File: config.mk
export PLATFORM = sky130hd
export DESIGN_NAME = bft_check
export DESIGN_NICKNAME = d
export VERILOG_FILES = /design/src/rtl/bft_pkg.sv /design/src/rtl/bft_check.sv
export SDC_FILE = /design/constraint.sdc
export NUM_CORES = 1
export LEC_CHECK = 0
export ABC_AREA = 1
export BUFFER_PORTS_ARGS = -buffer_cell sky130_fd_sc_hd__buf_2
export CAP_MARGIN = 40
export CORE_MARGIN = 3
export CORE_UTILIZATION = 50
export DETAILED_ROUTE_END_ITERATION = 8
export PLACE_DENSITY_LB_ADDON = 0.08
export SYNTH_ARGS = -nofsm -noshare
export SYNTH_HDL_FRONTEND = slang
export SYNTH_SLANG_ARGS = --single-unit
File: constraint.sdc
create_clock -name vclk -period 3.6
set_input_delay 0.72 -clock vclk [all_inputs]
set_output_delay 0.72 -clock vclk [all_outputs]
set_load 0.01 [all_outputs]
File: src/rtl/bft_pkg.sv
package bft_pkg;

  localparam int DefaultEntries = 256;
  localparam int KeyWidth = 97;
  localparam int CntWidth = 80;

  typedef enum logic [2:0] {
    OUT_SHORT   = 3'd0,
    OUT_NOT_IP4 = 3'd1,
    OUT_BAD_HDR = 3'd2,
    OUT_UNSUPP  = 3'd3,
    OUT_UPDATED = 3'd4,
    OUT_INSERT  = 3'd5,
    OUT_FULL    = 3'd6
  } outcome_t;

  typedef enum logic [2:0] {
    ST_IDLE,
    ST_SCAN,
    ST_CHECK,
    ST_UPDATE,
    ST_DONE
  } state_t;

  localparam logic [1:0] REG_LINK = 2'd0;

  function automatic logic is_private(input logic [31:0] a);
    is_private = (a[31:24] == 8'd10) || (a[31:20] == 12'hAC1) || (a[31:16] == 16'hC0A8);
  endfunction

endpackage

File: src/rtl/bft_check.sv
module bft_check (
  input  logic        link_is_ethernet,
  input  logic [15:0] capture_length,
  input  logic [15:0] eth_type,
  input  logic [3:0]  ip_version,
  input  logic [3:0]  ip_header_words,
  input  logic [7:0]  ip_protocol,
  input  logic [15:0] ip_total_length,
  input  logic [3:0]  tcp_header_words,
  input  logic [15:0] udp_length,
  output logic        ok,
  output logic        udp,
  output bft_pkg::outcome_t reject,
  output logic [15:0] payload
);
  import bft_pkg::*;

  logic [16:0] need;
  logic [6:0]  hsum;

  always_comb begin
    ok = 1'b0;
    udp = (ip_protocol == 8'd17);
    reject = OUT_SHORT;
    payload = 16'd0;
    hsum = {1'b0, ip_header_words, 2'b00} + {1'b0, tcp_header_words, 2'b00};
    need = link_is_ethernet ? 17'd14 : 17'd0;
    if (link_is_ethernet && capture_length < 16'd14) begin
      reject = OUT_SHORT;
    end else if (link_is_ethernet && eth_type != 16'h0800) begin
      reject = OUT_NOT_IP4;
    end else if ({1'b0, capture_length} < need + 17'd20) begin
      reject = OUT_SHORT;
    end else if (ip_version != 4'd4) begin
      reject = OUT_NOT_IP4;
    end else if (ip_header_words < 4'd5) begin
      reject = OUT_BAD_HDR;
    end else if (ip_protocol == 8'd6) begin
      if ({1'b0, capture_length} < need + 17'd40) begin
        reject = OUT_SHORT;
      end else if (tcp_header_words < 4'd5) begin
        reject = OUT_BAD_HDR;
      end else begin
        ok = 1'b1;
        payload = (ip_total_length > {9'd0, hsum}) ? ip_total_length - {9'd0, hsum} : 16'd0;
      end
    end else if (udp) begin
      if ({1'b0, capture_length} < need + 17'd28) begin
        reject = OUT_SHORT;
      end else begin
        ok = 1'b1;
        payload = (udp_length > 16'd8) ? udp_length - 16'd8 : 16'd0;
      end
    end else begin
      reject = OUT_UNSUPP;
    end
  end

endmodule

== Yosys cells after proc, flatten, opt, wreduce, memory -nomap -nowiden ==
Index checks and enable logic that the tools add are counted.

* Flip-flop bits (word level): 0
* Latch bits: 0
* RAM bits: 0
* Memory bits (read-only): 0
* Memories kept: 0

* Add/sub/neg operators: 6
* $mul: 0
* Div/mod/pow operators: 0
* Magnitude comparators: 8
* Eq/ne operators: 4
* Shift operators: 0
* Mux-type cells: 32
* Bitwise logic cells: 0
* Reductions and logical operators: 2

{| class="wikitable"
|+ Operators by type and width
! kind !! count
|-
| $mux 16 || 12
|-
| $lt 16x6->1 || 2
|-
| $mux 3 || 6
|-
| $gt 16x4->1 const B || 1
|-
| $gt 16x7->1 || 1
|-
| $lt 16x4->1 const B || 1
|-
| $lt 16x7->1 || 1
|-
| $ne 16x12->1 const B || 1
|-
| $sub 16x4->16 const B || 1
|-
| $sub 16x7->16 || 1
|-
| $add 4x5->6 const B || 2
|-
| $mux 1 || 10
|-
| $eq 8x3->1 const B || 1
|-
| $eq 8x5->1 const B || 1
|-
| $lt 4x3->1 const B || 2
|-
| $add 4x6->7 const B || 1
|-
| $add 6x6->7 || 1
|-
| $mux 2 || 3
|-
| $mux 4 || 1
|-
| $ne 4x3->1 const B || 1
|-
| $logic_and 1x1->1 || 2
|}

== Depth between registers and ports, before layout ==
* Depth in word-level cells: 11
* Depth in mapped cells: 16
* Depth with buffers taken out: 16

== Worst setup path after synthesis ==
Ideal clock, no wire load.

* Path kind: input to output
* Start point: input ip_header_words[0]
* End point: output payload[14]
* Arrival time: 2.730 ns
* Path slack: 0.150 ns
* Stages: 15
* Cells stage by stage: ha_1 fa_1 xnor2_1 ha_1 buf_2 nand2_1 nor2_1 nand2_1 nand3_2 nand2_2 nand2_4 inv_2 nor2_8 nand2_1 a21oi_1

* Word-level cells in the longest chain between the ends: 11

{| class="wikitable"
|+ RTL lines
! element !! line !! RTL
|-
| start: declaration || bft_check.sv:6 || <nowiki>input logic [3:0] ip_header_words,</nowiki>
|-
| $add 6x6->7 || bft_check.sv:26 || <nowiki>hsum = {1'b0, ip_header_words, 2'b00} + {1'b0, tcp_header_words, 2'b00};</nowiki>
|-
| $sub 16x7->16 or $gt 16x7->1 (tied branches) || bft_check.sv:45 || <nowiki>payload = (ip_total_length > {9'd0, hsum}) ? ip_total_length - {9'd0, hsum} : 16'd0;</nowiki>
|-
| $mux 16 || bft_check.sv:45 ||
|-
| $mux 16 || bft_check.sv:41 || <nowiki>end else if (tcp_header_words < 4'd5) begin</nowiki>
|-
| $mux 16 || bft_check.sv:39 || <nowiki>if ({1'b0, capture_length} < need + 17'd40) begin</nowiki>
|-
| $mux 16 || bft_check.sv:38 || <nowiki>end else if (ip_protocol == 8'd6) begin</nowiki>
|-
| $mux 16 (*) || bft_check.sv:36 || <nowiki>end else if (ip_header_words < 4'd5) begin</nowiki>
|-
| $mux 16 (*) || bft_check.sv:34 || <nowiki>end else if (ip_version != 4'd4) begin</nowiki>
|-
| $mux 16 (*) || bft_check.sv:32 || <nowiki>end else if ({1'b0, capture_length} < need + 17'd20) begin</nowiki>
|-
| $mux 16 (*) || bft_check.sv:30 || <nowiki>end else if (link_is_ethernet && eth_type != 16'h0800) begin</nowiki>
|-
| $mux 16 (*) || bft_check.sv:28 || <nowiki>if (link_is_ethernet && capture_length < 16'd14) begin</nowiki>
|-
| end: declaration || bft_check.sv:14 || <nowiki>output logic [15:0] payload</nowiki>
|}

Every way passes the cells marked *; elsewhere a longest branch is shown, timed or not.

== Final worst setup path ==
* Start point: input tcp_header_words[0]
* End point: output payload[7]

* Word-level cells in the longest chain between the ends: 11

{| class="wikitable"
|+ RTL lines
! element !! line !! RTL
|-
| start: declaration || bft_check.sv:9 || <nowiki>input logic [3:0] tcp_header_words,</nowiki>
|-
| $add 6x6->7 || bft_check.sv:26 ||
|-
| $sub 16x7->16 or $gt 16x7->1 (tied branches) || bft_check.sv:45 ||
|-
| $mux 16 || bft_check.sv:45 ||
|-
| $mux 16 (*) || bft_check.sv:41 ||
|-
| $mux 16 (*) || bft_check.sv:39 ||
|-
| $mux 16 (*) || bft_check.sv:38 ||
|-
| $mux 16 (*) || bft_check.sv:36 ||
|-
| $mux 16 (*) || bft_check.sv:34 ||
|-
| $mux 16 (*) || bft_check.sv:32 ||
|-
| $mux 16 (*) || bft_check.sv:30 ||
|-
| $mux 16 (*) || bft_check.sv:28 ||
|}

Marks and branches as above.

==> key figures <==
Floorplanning
  • Die ar.: 5280 sq um
  • DIE WIDTH: 72.6 um
  • Core area: 4140 sq um
  • Ports: 106
  • Rows: 23
  • Die Span Y: 72.6 um
  • Starting Density: 53.6%

Placement
  • Gpl congestion: 0.841
  • Dpl hpwl: 5240 um
  • Pre-CTS setup slack: -0.253 ns
  • Placed cell area: 2810 sq um
  • I/O Buffers: 104
  • Inst Count DP: 581

Timing
  • Final worst path period share: 102%
  • Final setup TNS: -0.151 ns
  • Hold Vio Cnt, Final: 0
  • Tmin final: 3.68 ns
  • Fmax: 272 MHz
  • Pins Over Slew Limit: 0
  • Least-Margin Pin Slew: 0.580 ns
  • Fin worst setup slack: -0.0758 ns
  • Worst rel slew slack: 61.2%
  • # setup viols final: 6
  • RSZ-0062 raised after global routing: yes

Route
  • WL final: 6960 um
  • DRT antenna net count: 0
  • Initial detailed-routing violation count: 142
  • Iteration count of the initial detailed-routing pass: 4
  • Vias: 2990
  • # DRC: 0
  • WL/cell: 11.8 um
  • Via density per instance: 5.07

Synthesis
  • Post-synthesis instance area: 2220 sq um
  • Syn_nets: 530
  • Seq/Total Area, Yosys: 0%
  • Synthesized instance count: 426
  • Post-synth cell types: 33
  • Yosys warning total: 0
  • Average instance area after synthesis: 5.21 sq um

Flow run
  • Max-Cap Viols: 0

Worst hold path
  • HP Class: input port to output port

Cells and area
  • Total Nets Final: 646
  • Layout cell share with drive strength beyond 1: 37.6%
  • Fin cells: 590
  • Area of the multi-input gates: 2120 sq um
  • Layout clock buffer count: 0
  • FFs & Latches: 0
  • Layout Cell Area excl Fill: 3130 sq um
  • Ant. Diodes: 0
  • Seq. cell area: 0 sq um
  • Area growth from synthesis to layout: 41.0%
  • Filler cells: 348

Global routing
  • Global-route wire length before repair: 10900 um
  • Antenna violations before repair: 0
  • Tot GR Track Use: 24.1%
  • Vias in the first global route: 2759
  • Largest net degree at the start of global routing: 27
  • Overflow after GRT: 0

Worst setup path
  • Critical path type: input port to output port
  • CP Launch Type: input port
  • CP Capture Type: output port
  • CP endpoint: payload[7]
  • Worst EP arrival: 2.96 ns
  • CP Max Fanout: 3
  • Worst Setup SP: tcp_header_words[0]
  • Worst EP required: 2.88 ns

Power and ir drop
  • Pwr dens: 131 nW/um^2
  • Final Power: 0.411 mW
  • Worst ir drop on vdd: 0.0688 mV
  • Leak pwr: 1.79 nW

Run status
  • Failing checks: negative setup slack
  • Status: complete, but fails checks
[worst max-delay path: stages]
cell     delay [ns]
buf_8          0.10
ha_4           0.15
fa_2           0.36
nand2_1        0.09
nand2_1        0.06
a21oi_2        0.21
ha_1           0.28
nand2_1        0.08
nand2_2        0.09
a21oi_4        0.14
nand2_1        0.12
xor2_2         0.22
a21oi_2        0.08
nor2_1         0.11
buf_2          0.14
[cell usage in the layout (no fill, tap or decap), types with 4 or more instances in the layout]
master and count:
a21oi_1 7, a21oi_2 11, buf_2 102, buf_4 15, ha_1 11, ha_4 5, inv_1 62, inv_2 9
nand2_1 113, nand2_2 13, nand2_4 4, nand3_1 29, nand3_2 7, nand4_1 31, nor2_1 65, nor2_2 9
nor2_4 5, o21bai_1 4
[kinds of logic (layout without fill, tap and decap cells)]
| kind of cell | Yosys count | count (layout) | share of synthesized area (%) |
|---|---|---|---|
| simple gates | 290 | 291 | 63.0 |
| buf+inv | 80 | 193 | 14.9 |
| compound gates | 28 | 28 | 7.32 |
| fa+ha+maj | 19 | 19 | 11.4 |
| xor+xnor | 8 | 8 | 3.16 |
| other cells | 1 | 1 | 0.169 |
[metrics by stage]
step           util, %  hold WS [ns]
2_1_floorplan        -          1.58
3_3_place_gp      67.8          1.83
3_5_place_dp      67.8          1.83
4_1_cts           72.0          1.83
5_1_grt           75.5          1.85
6_report          75.5          1.84
[synthesized netlist by cell type (all sizes together)]
cell	number	share of area, %
a21boi	1	0.34
a21oi	19	4.5
and2	2	0.56
buf	8	2.8
conb	1	0.17
fa	2	1.8
ha	17	9.6
inv	72	12
nand2	130	23
nand3	36	9.2
nand3b	3	1.0
nand4	31	8.7
nor2	80	17
nor3	5	2.1
nor4	1	0.56
o21ai	3	0.68
o21bai	5	1.9
or2	2	0.79
xnor2	2	0.79
xor2	6	2.4
[per-layer routing]
metal	vias up	track usage, %	share of wire, %
met1	1298	28.8	42
met3	16	1.65	4.4
met5	-	0	0
li1	1585	-	-
met2	91	47.6	52
met4	0	2.66	1.5
[what timing repair did]
action                     in CTS  in global routing
hold buffers                    0                  0
gates resized for setup        33                 25
setup buffers                   5                  4
cloned                          1                  0
pin swaps                      23                 25
setup endpoints to repair      16                 16
[cell type report]
type,count,area share (%)
tap,50,2.00
multi-input combinational,347,67.6
timing repair buffer,121,21.6
inverter,72,8.79
[how the worst min path moves through the flow]
stage | start | to | slack (ns) | cells past startpoint
finish | ip_protocol[2] | udp | 1.84 | 5
floorplan | ip_protocol[4] | udp | 1.58 | 2
global placement | ip_protocol[1] | udp | 1.83 | 5
CTS | ip_protocol[2] | udp | 1.83 | 5
global route | ip_protocol[2] | udp | 1.85 | 5
detailed placement | ip_protocol[2] | udp | 1.83 | 5
[power by group]
| group | leakage (nW) | internal (mW) | switching (mW) |
|---|---|---|---|
| logic | 1.79 | 0.186 | 0.225 |
| registers | 0 | 0 | 0 |
| clock network | 0 | 0 | 0 |
| total | 1.79 | 0.186 | 0.225 |
(Power assumes the default switching activity.)
